`config.mk`:
```
export PLATFORM = sky130hd
export DESIGN_NAME = dgcd_useq
export DESIGN_NICKNAME = d
export VERILOG_FILES = /design/src/rtl/dgcd_pkg.sv /design/src/rtl/dgcd_useq.sv
export SDC_FILE = /design/constraint.sdc
export NUM_CORES = 1
export LEC_CHECK = 0
export ABC_AREA = 0
export BUFFER_PORTS_ARGS = -buffer_cell sky130_fd_sc_hd__clkbuf_2
export CORE_UTILIZATION = 40
export DETAILED_ROUTE_END_ITERATION = 10
export PLACE_DENSITY_LB_ADDON = 0.25
export RECOVER_POWER = 100
export SLEW_MARGIN = 40
export SYNTH_ARGS = -nofsm -noshare
export SYNTH_HDL_FRONTEND = slang
export SYNTH_SLANG_ARGS = --single-unit
```
`constraint.sdc`:
```
create_clock -name i_clk -period 4.8 [get_ports i_clk]
set_clock_uncertainty 0.05 [all_clocks]
set_input_delay 0.96 -clock i_clk [delete_from_list [all_inputs] [get_ports i_clk]]
set_output_delay 0.96 -clock i_clk [all_outputs]
set_load 0.02 [all_outputs]
```
`src/rtl/dgcd_pkg.sv`:
```
// ============================================================================
// dgcd_pkg
// Types, codes and the microprogram of the directed graph cycle detector.
// ============================================================================
package dgcd_pkg;

    // Fixed field widths of the beat payload
    localparam int VERT_W  = 6;
    localparam int COUNT_W = 7;

    // Vertex colours
    localparam logic [1:0] COL_WHITE = 2'd0;
    localparam logic [1:0] COL_GREY  = 2'd1;
    localparam logic [1:0] COL_BLACK = 2'd2;

    // Step addresses of the microprogram
    typedef logic [2:0] t_pc;
    localparam t_pc PC_IDLE      = 3'd0;
    localparam t_pc PC_ROOT_RD   = 3'd1;
    localparam t_pc PC_ROOT_OPEN = 3'd2;
    localparam t_pc PC_SCAN      = 3'd3;
    localparam t_pc PC_EDGE      = 3'd4;
    localparam t_pc PC_POP       = 3'd5;
    localparam t_pc PC_RESTORE   = 3'd6;
    localparam t_pc PC_DONE      = 3'd7;

    // Datapath micro-operations
    typedef logic [2:0] t_act;
    localparam t_act ACT_IDLE      = 3'd0;
    localparam t_act ACT_ROOT_RD   = 3'd1;
    localparam t_act ACT_ROOT_OPEN = 3'd2;
    localparam t_act ACT_SCAN      = 3'd3;
    localparam t_act ACT_EDGE      = 3'd4;
    localparam t_act ACT_POP       = 3'd5;
    localparam t_act ACT_RESTORE   = 3'd6;
    localparam t_act ACT_DONE      = 3'd7;

    // Jump conditions
    typedef logic [3:0] t_cond;
    localparam t_cond COND_NEVER     = 4'd0;
    localparam t_cond COND_EVAL      = 4'd1;
    localparam t_cond COND_ROOT_END  = 4'd2;
    localparam t_cond COND_NOT_WHITE = 4'd3;
    localparam t_cond COND_SCAN_END  = 4'd4;
    localparam t_cond COND_NO_EDGE   = 4'd5;
    localparam t_cond COND_WHITE     = 4'd6;
    localparam t_cond COND_LAST      = 4'd7;
    localparam t_cond COND_OUT_BUSY  = 4'd8;

    // One control word: operation, then two prioritized jumps, else fall to tgt_f
    typedef struct packed {
        t_act  act;
        t_cond cond_a;
        t_pc   tgt_a;
        t_cond cond_b;
        t_pc   tgt_b;
        t_pc   tgt_f;
    } t_uword;

    // Datapath flags seen by the sequencer
    typedef struct packed {
        logic eval;
        logic root_end;
        logic not_white;
        logic scan_end;
        logic no_edge;
        logic white;
        logic last;
        logic out_busy;
    } t_stat;

    // Control store
    function automatic t_uword ucode(input t_pc pc);
        t_uword uw;
        case (pc)
            PC_IDLE:      uw = '{ACT_IDLE,      COND_EVAL,      PC_ROOT_RD,
                                 COND_NEVER,    PC_IDLE,        PC_IDLE};
            PC_ROOT_RD:   uw = '{ACT_ROOT_RD,   COND_ROOT_END,  PC_DONE,
                                 COND_NEVER,    PC_IDLE,        PC_ROOT_OPEN};
            PC_ROOT_OPEN: uw = '{ACT_ROOT_OPEN, COND_NOT_WHITE, PC_ROOT_RD,
                                 COND_NEVER,    PC_IDLE,        PC_SCAN};
            PC_SCAN:      uw = '{ACT_SCAN,      COND_SCAN_END,  PC_POP,
                                 COND_NO_EDGE,  PC_SCAN,        PC_EDGE};
            PC_EDGE:      uw = '{ACT_EDGE,      COND_WHITE,     PC_SCAN,
                                 COND_NEVER,    PC_IDLE,        PC_SCAN};
            PC_POP:       uw = '{ACT_POP,       COND_LAST,      PC_ROOT_RD,
                                 COND_NEVER,    PC_IDLE,        PC_RESTORE};
            PC_RESTORE:   uw = '{ACT_RESTORE,   COND_NEVER,     PC_IDLE,
                                 COND_NEVER,    PC_IDLE,        PC_SCAN};
            PC_DONE:      uw = '{ACT_DONE,      COND_OUT_BUSY,  PC_DONE,
                                 COND_NEVER,    PC_IDLE,        PC_IDLE};
            default:      uw = '{ACT_IDLE,      COND_NEVER,     PC_IDLE,
                                 COND_NEVER,    PC_IDLE,        PC_IDLE};
        endcase
        return uw;
    endfunction

endpackage

```
`src/rtl/dgcd_useq.sv`:
```
// ============================================================================
// dgcd_useq
// Microprogram sequencer: step counter, control store and jump selection.
// ============================================================================
module dgcd_useq
    import dgcd_pkg::*;
(
    input  logic   i_clk,
    input  logic   i_rst_n,
    input  t_stat  i_stat,
    output t_uword o_ctrl
);

    t_pc    r_pc;
    t_pc    n_pc;
    t_uword w_uw;

    function automatic logic cond_true(input t_cond c, input t_stat s);
        logic res;
        case (c)
            COND_NEVER:     res = 1'b0;
            COND_EVAL:      res = s.eval;
            COND_ROOT_END:  res = s.root_end;
            COND_NOT_WHITE: res = s.not_white;
            COND_SCAN_END:  res = s.scan_end;
            COND_NO_EDGE:   res = s.no_edge;
            COND_WHITE:     res = s.white;
            COND_LAST:      res = s.last;
            COND_OUT_BUSY:  res = s.out_busy;
            default:        res = 1'b0;
        endcase
        return res;
    endfunction

    assign w_uw   = ucode(r_pc);
    assign o_ctrl = w_uw;

    always_comb begin
        if (cond_true(w_uw.cond_a, i_stat)) begin
            n_pc = w_uw.tgt_a;
        end else if (cond_true(w_uw.cond_b, i_stat)) begin
            n_pc = w_uw.tgt_b;
        end else begin
            n_pc = w_uw.tgt_f;
        end
    end

    always_ff @(posedge i_clk) begin
        if (!i_rst_n) begin
            r_pc <= PC_IDLE;
        end else begin
            r_pc <= n_pc;
        end
    end

endmodule

```
==> results.ini, run 1 <==
[outcome]
outcome=complete, but fails checks
violations=max-capacitance violations, max-slew violations

[yosys]
post_synth_inst_count=91
synth_area_leader_cell=dfxtp_1
async_reset_ff_frac=0
syn_avg_cell_area_um2=9.03
yosysMostFrequentCell=dfxtp_1
synth_cell_types=29
synth-seq-area-share=0.341
synthTopCellsByArea=dfxtp_1, mux2i_1, buf_4
synth_common_cells=dfxtp_1, mux2i_1, nand2_1, buf_4
synth_edf_count=0
ys_ff_latch=14
synth_warnings=0
netlist_area_um2=822
synth_flop_cell=dfxtp_1
synth_top_area_share=0.341

[power]
p_int_uw=368
cellPowerDensity_mw_per_mm2=753
p_leak_uw=0.000412
swShare=0.475
ir_worst_vdd_v=0.000315
pwr-share-seq=0.326
clockPowerShare=0.124
combPwrFrac=0.550
power_switching_uw=333

[timing]
worst_pin_slew_ps=1600
min_period_ps=3590
fin_crit_sh=0.748
hold_violations=0
rsz0062_at_grt=no
relSlewSlack=-0.0690
fin_tns_setup_ps=0
drv_slew=19
setup_violations=0
maxClockFrequency_ghz=0.278

[floorplanning]
fp.coreArea_mm2=0.00194
start_util=0.423
num_rows=16
io_pins=30
die_area_mm2=0.00224
die_h_um=47.3
die_x_um=47.3

[clock_network]
clock-sinks=14
path_clk_slew_ps=100
tritoncts=yes
hold_buffers=0
post-cts-setup-buffer-count=0
cts_max_level=1
cts_made_buffers=3
cts_root_buf=clkbuf_4
insertion_delay_ps=290
cts_buffer_depth=2
cts_resized=0

[critical_path]
cp-end-kind=flop
critPathKind=in2reg
crit_chain=clkbuf_2, and4b_1, a311o_1, o22ai_1, mux2i_1, nor2b_1, ha_1, a21oi_1
crit_slowest_cell=o22ai_1
critPathArrivalTime_ps=3740
startpoint_type=primary input
worstPathMaxFanout=18
crit_required_ps=4950
cp_slowest_stage_delay_ps=1200

[final_layout]
fin_nets=125
num_antenna_cells=0
final_cell_count_no_fill=140
layout-drive-gt1-share=0.124
largest_reg_flops=14
syn2layout_area_growth_pct=13.2

[route]
drt_wl_total_mm=1.75
wire_per_inst_um=12.5
firstDrtPassIters=4
vias=733
drc_errors=0
ant_nets=0
viasPerCell=5.24
initialDrtViolationCount=6

[grt]
grtUsageTotal=0.172
grt_pass1_vias=612
antenna_found_initial=0
grt_overflow_total=0
grt_max_degree=19
grt_pass1_wl_mm=2.58

[placement]
numPortBuffers=26
place_inst=136
place_hpwl_mm=1.27
place_congestion=0.790

[worst_hold_path]
hp-class=reg2reg

[job]
drv_cap=1

-- placed cells by master, fill, tap and decap left out, types with 3 or more instances in the layout --
cell | synthesis | layout
nand2_1 | 10 | 10
o21ai_0 | 5 | 5
dfxtp_1 | 14 | 14
and2_1 | 3 | 3
clkbuf_4 | 0 | 3
inv_1 | 3 | 3
clkbuf_1 | 3 | 17
a21oi_1 | 4 | 4
mux2i_1 | 11 | 11
nand4_1 | 3 | 3
conb_1 | 1 | 3
clkbuf_2 | 0 | 9
nand3b_1 | 5 | 5
-- per-stage QoR --
step                      total power, µW  hold slack, ps  cell area [µm²]  setup slack (ps)   util
final                                 701             600              931              1210  0.479
after global placement                638             563              930              1780  0.479
after floorplan                       559             595              830              2160      -
after detailed placement              642             575              930              1700  0.479
after CTS                             731             600              966              1980  0.497
after global routing                  765             645              931               944  0.479
-- cell families (layout without fill, tap and decap cells) --
family,count (synthesis),in the layout,share of synthesized area
compound gates,18,18,0.163
flops,14,14,0.341
simple gates,31,31,0.230
mux,11,11,0.134
fa+ha+maj,1,1,0.0152
buf+inv,13,33,0.0913
other cells,1,3,0.00456
xor+xnor,2,2,0.0213
-- path summary, 6_finish.rpt --
kind | start | endpoint | slack, ps | cells after the start
worst min register to register | o_ctrl[12]$_DFF_P_ | o_ctrl[15]$_DFF_P_ | 600 | 2
worst max register to register | o_ctrl[16]$_SDFF_PP0_ | o_ctrl[14]$_DFF_P_ | 1500 | 7
worst min-delay path | o_ctrl[12]$_DFF_P_ | o_ctrl[15]$_DFF_P_ | 600 | 2
worst max-delay path | i_stat[5] | o_ctrl[14]$_DFF_P_ | 1210 | 8
-- critical path: cells and delay by family --
| family | cells | cell delay (ps) |
|---|---|---|
| adders and majority gates | 1 | 320 |
| AOI/OAI and AO/OA | 3 | 1680 |
| buffers and inverters | 1 | 80 |
| and+or+nand+nor | 2 | 270 |
| muxes | 1 | 430 |
-- power groups by stage --
stage               clock network, µW  registers [µW]  logic (µW)
CTS                              90.2             230         411
global placement                    0             232         406
detailed placement                  0             233         409
global route                     95.5             238         432
finish                           86.9             229         385
floorplan                           0             262         297
-- metal layers --
metal,global-route usage,share of wire,up-vias,wire [µm]
met1,0.189,0.45,340,786
met5,0,0,-,0
met2,0.301,0.48,25,848
li1,-,-,364,-
met4,0.103,0.014,0,25
met3,0.0346,0.053,4,93
-- layout make-up --
type                    count  area (µm²)
clock buffers               4        36.3
multi-input cells          66         460
inverters                   3        11.3
well taps                  27        33.8
fillers                   212        1010
flip-flops and latches     14         280
repair buffers             26         109
No activity file was read; power rests on OpenSTA's default activity.
==> run 2, diff against run 1 <==
clock period = 3.3 ns   (was 4.8 ns; I/O delays follow)
==> results.ini, run 2 (synthesis results as in run 1) <==
[grt]
grt_util_met1=0.232
antenna_found_initial=0
grt_pass1_wl_mm=2.77
grt_overflow_total=0
grt_util_met2=0.279
grt_busiest_layer=met2
grtUsageTotal=0.180
use_met3=0.0385
grt_pass1_vias=618
grt_max_degree=18

[critical_path]
crit_required_ps=3450
r2r-start=o_ctrl[16]$_SDFF_PP0_
critPathCapture=o_ctrl[14]$_DFF_P_
cp-startpoint=o_ctrl[16]$_SDFF_PP0_
worstPathMaxFanout=17
startpoint_type=flop
cp_slowest_stage_delay_ps=410
crit_slowest_cell=dfxtp_1
critPathKind=reg2reg
critPathArrivalTime_ps=2380
rrSetupSlack_ps=1080
cp-end-kind=flop
crit_chain=and4b_1, a311o_1, o22ai_1, buf_4, nand3b_1, o211ai_1, ha_1, a21oi_1
timing.rr.end=o_ctrl[14]$_DFF_P_
rr_worst_depth=8

[power]
power_switching_uw=497
ir_worst_vdd_v=0.000487
combPwrFrac=0.549
finalPower_uw=1030
clockPowerShare=0.124
cellPowerDensity_mw_per_mm2=1110
p_int_uw=535
swShare=0.482
p_leak_uw=0.000415
pwr-share-seq=0.327

[clock_network]
tritoncts=yes
path_clk_slew_ps=100
clock-sinks=14
cts_max_level=1
post-cts-setup-buffer-count=0
hold_buffers=0
cts_resized=0
cts_made_buffers=3
cts_root_buf=clkbuf_4
cts_buffer_depth=2
insertion_delay_ps=290

[route]
viasPerCell=5.32
firstDrtPassIters=4
wire_per_inst_um=13.1
initialDrtViolationCount=21
ant_nets=0
drt_wl_total_mm=1.85
drc_errors=0
vias=750

[timing]
fin_tns_setup_ps=0
drv_slew=0
maxClockFrequency_ghz=0.450
min_period_ps=2220
hold_violations=0
fin_crit_sh=0.674
rsz0062_at_grt=no
setup_violations=0

[floorplanning]
num_rows=16
die_x_um=47.3
fp.coreArea_mm2=0.00194
die_h_um=47.3
start_util=0.423
die_area_mm2=0.00224
io_pins=30

[worst_hold_path]
min_path_cells=2
hp-class=reg2reg

[final_layout]
num_antenna_cells=0
syn2layout_area_growth_pct=13.4
final_cell_mix=clkbuf_1, dfxtp_1, mux2i_1
layout_commonest_cell=clkbuf_1
fill_cells=211
largest_reg_flops=14
fin_nets=126
layout-drive-gt1-share=0.123

[placement]
place_congestion=0.841
place_hpwl_mm=1.33
numPortBuffers=26

[outcome]
outcome=completed

[job]
drv_cap=0

[run 2: cell count changes in the layout (fill, tap and decap cells not counted)]
cell and change:
buf_4 +1, nor4b_2 -1, nor4b_1 +1
[run 2: layout make-up]
class	instances	area [µm²]	share of cell area
Tap cell	27	33.8	0.0362
Clock buffer	4	36.3	0.0389
Inverter	3	11.3	0.0121
Timing Repair Buffer	27	116	0.125
Sequential cell	14	280	0.301
Multi-Input combinational cell	66	454	0.487
[run 2: worst min path at each step]
stage,startpoint,end
2_1_floorplan,o_ctrl[12]$_DFF_P_,o_ctrl[15]$_DFF_P_
3_3_place_gp,o_ctrl[12]$_DFF_P_,o_ctrl[15]$_DFF_P_
3_5_place_dp,o_ctrl[12]$_DFF_P_,o_ctrl[15]$_DFF_P_
4_1_cts,o_ctrl[12]$_DFF_P_,o_ctrl[15]$_DFF_P_
5_1_grt,o_ctrl[12]$_DFF_P_,o_ctrl[15]$_DFF_P_
6_report,o_ctrl[12]$_DFF_P_,o_ctrl[15]$_DFF_P_
[run 2: power by group through the flow]
stage	Clock [µW]	Sequential, µW	Combinational, µW
6_report	128	337	567
5_1_grt	136	348	623
4_1_cts	127	336	620
3_5_place_dp	0	341	614
3_3_place_gp	0	337	610
2_1_floorplan	0	381	433
[run 2: stage by stage]
step / hold WS [ps] / util / cells / worst slack [ps] / area (µm²)
finish: 594 / 0.480 / 141 / 1080 / 932
global route: 639 / 0.480 / 141 / 899 / 932
CTS: 595 / 0.501 / 141 / 1130 / 973
detailed placement: 570 / 0.483 / 137 / 855 / 937
global placement: 564 / 0.483 / 137 / 872 / 937
floorplan: 595 / - / 93 / 961 / 830
[run 2: per-layer routing]
metal | vias up | share of wire
met2 | 36 | 0.46
li1 | 362 | -
met5 | - | 0
met1 | 348 | 0.46
met4 | 0 | 0.017
met3 | 4 | 0.067
[run 2: critical path, delay by kind of cell (launching register included)]
kind                       cells  cell delay [ps]
AOI/OAI and AO/OA              4              780
DFF                            1              410
and+or+nand+nor                2              340
buffers and inverters          1              290
adders and majority gates      1              270
==> run 3, diff against run 2 <==
ABC_AREA = 1   (was 0)
clock period = 2.33 ns   (was 3.3 ns; I/O delays follow)
==> results.ini, run 3 <==
[outcome]
outcome=completed

[clock_network]
cts_buffer_depth=2
cts_root_buf=clkbuf_4
hold_buffers=0
clock-sinks=14
cts_made_buffers=3
cts_max_level=1
tritoncts=yes
cts_resized=0
insertion_delay_ps=280
path_clk_slew_ps=80
post-cts-setup-buffer-count=0

[grt]
grt_max_degree=10
grt_util_met2=0.256
grt_overflow_total=0
grtUsageTotal=0.148
grt_busiest_layer=met2
grt_pass1_wl_mm=2.08
antenna_found_initial=0
grt_util_met1=0.168
grt_pass1_vias=513
use_met3=0.0245

[final_layout]
syn2layout_area_growth_pct=16.6
final_cell_count_no_fill=143
layout-drive-gt1-share=0.218
largest_reg_flops=14
final_cell_mix=nand2_1, clkbuf_1, dfxtp_1
layout_commonest_cell=nand2_1
num_antenna_cells=0
fin_nets=131
fill_cells=158

[route]
ant_nets=0
wire_per_inst_um=9.43
drt_wl_total_mm=1.35
initialDrtViolationCount=9
viasPerCell=4.31
firstDrtPassIters=4
drc_errors=0
vias=616

[power]
power_switching_uw=639
clockPowerShare=0.134
ir_worst_vdd_v=0.000746
p_leak_uw=0.000442
cellPowerDensity_mw_per_mm2=1530
pwr-share-seq=0.310
p_int_uw=649
swShare=0.496
combPwrFrac=0.556

[critical_path]
timing.rr.end=o_ctrl[1]$_DFF_P_
rrSetupSlack_ps=280
critPathKind=reg2reg
critPathArrivalTime_ps=2210
r2r-start=o_ctrl[13]$_DFF_P_
crit_required_ps=2490
rr_worst_depth=11
cp-end-kind=flop
worstPathMaxFanout=7
startpoint_type=flop

[floorplanning]
io_pins=30
die_area_mm2=0.00198
die_x_um=44.5
start_util=0.453
num_rows=14
die_h_um=44.5
fp.coreArea_mm2=0.00159

[yosys]
synth_flop_cell=dfxtp_1
async_reset_ff_frac=0
synth_cell_types=20
syn_avg_cell_area_um2=7.76
synth_top_area_share=0.388
synthTopCellsByArea=dfxtp_1, nand2_1, nand3_4
netlist_area_um2=722
synth_common_cells=nand2_1, dfxtp_1, inv_1, nand3_1, nor2_1
yosysMostFrequentCell=nand2_1
synth_edf_count=0
synth-seq-area-share=0.388
post_synth_inst_count=93
synth_warnings=0
synth_area_leader_cell=dfxtp_1
ys_ff_latch=14

[placement]
numPortBuffers=26
place_congestion=0.764
place_inst=139
place_hpwl_mm=1.07

[timing]
rsz0062_at_grt=no
fin_crit_sh=0.879
drv_slew=0
min_period_ps=2050
hold_violations=0
fin_tns_setup_ps=0
setup_violations=0
maxClockFrequency_ghz=0.488

[worst_hold_path]
min_path_cells=3
hp-class=in2reg
hold_end=o_ctrl[18]$_DFF_P_
hp-start=i_rst_n

[job]
drv_cap=0

## run 3: changes by cell type after synthesis, moves of 3 or more
cell	delta
and2_1	-3
clkbuf_1	-3
inv_1	+9
mux2i_1	-11
nand2_1	+10
nand2_2	+5
nand3_1	+9
nand3_4	+3
nand3b_1	-5
nand4_1	-3
nor2_1	+6
o21ai_0	-4
## run 3: cell type report
cell class                      instances  area [µm²]  area share
Inverter                               14        55.1      0.0654
Tap cell                               24        30.0      0.0357
Multi-Input combinational cell         61         332       0.394
Clock buffer                            4        36.3      0.0431
Timing Repair Buffer                   26         109       0.129
Sequential cell                        14         280       0.333
## run 3: power groups by stage
stage	Clock, µW	Sequential (µW)	Combinational (µW)
after detailed placement	0	406	774
final	173	399	716
after global placement	0	404	767
after global routing	184	412	795
after CTS	174	401	781
after floorplan	0	513	495
## run 3: kinds of logic after synthesis
family	after synthesis	share of synthesized area
AND/OR/NAND/NOR	51	0.393
buffers and inverters	20	0.139
flip-flops	14	0.388
AO/OA/AOI/OAI	6	0.0572
adder cells (fa/ha/maj)	1	0.0173
other	1	0.00519
## run 3: metal layers
layer / wire, µm / vias to the layer above
met5: 0 / -
li1: - / 331
met3: 68 / 4
met4: 25 / 0
met2: 639 / 23
met1: 614 / 258
## run 3: how the worst max path moves through the flow
stage,from,end,slack (ps),cells past startpoint
final,o_ctrl[13]$_DFF_P_,o_ctrl[1]$_DFF_P_,280,11
after global routing,o_ctrl[14]$_DFF_P_,o_ctrl[1]$_DFF_P_,100,11
after CTS,o_ctrl[13]$_DFF_P_,o_ctrl[1]$_DFF_P_,350,11
after detailed placement,i_stat[3],o_ctrl[1]$_DFF_P_,320,11
after global placement,i_stat[3],o_ctrl[1]$_DFF_P_,350,11
after floorplan,o_ctrl[14]$_DFF_P_,o_ctrl[1]$_DFF_P_,420,10
## run 3: per-stage QoR
step | area [µm²] | hold slack [ps] | power, µW | utilization | setup slack [ps]
after global placement | 845 | 544 | 1170 | 0.530 | 349
after floorplan | 729 | 581 | 1010 | - | 416
after detailed placement | 845 | 551 | 1180 | 0.530 | 324
after CTS | 881 | 516 | 1360 | 0.553 | 346
final | 842 | 487 | 1290 | 0.528 | 283
after global routing | 842 | 498 | 1390 | 0.528 | 95.1
## run 3: worst max-delay path: stages (launching register included)
cell and delay (ps):
dfxtp_1 440, inv_1 90, nand3_1 70, nand2_1 100, o21ai_4 200, nand2_1 140, nand2_1 130, nand3_4 110
inv_2 100, ha_1 230, or2_1 240, o21ai_1 80
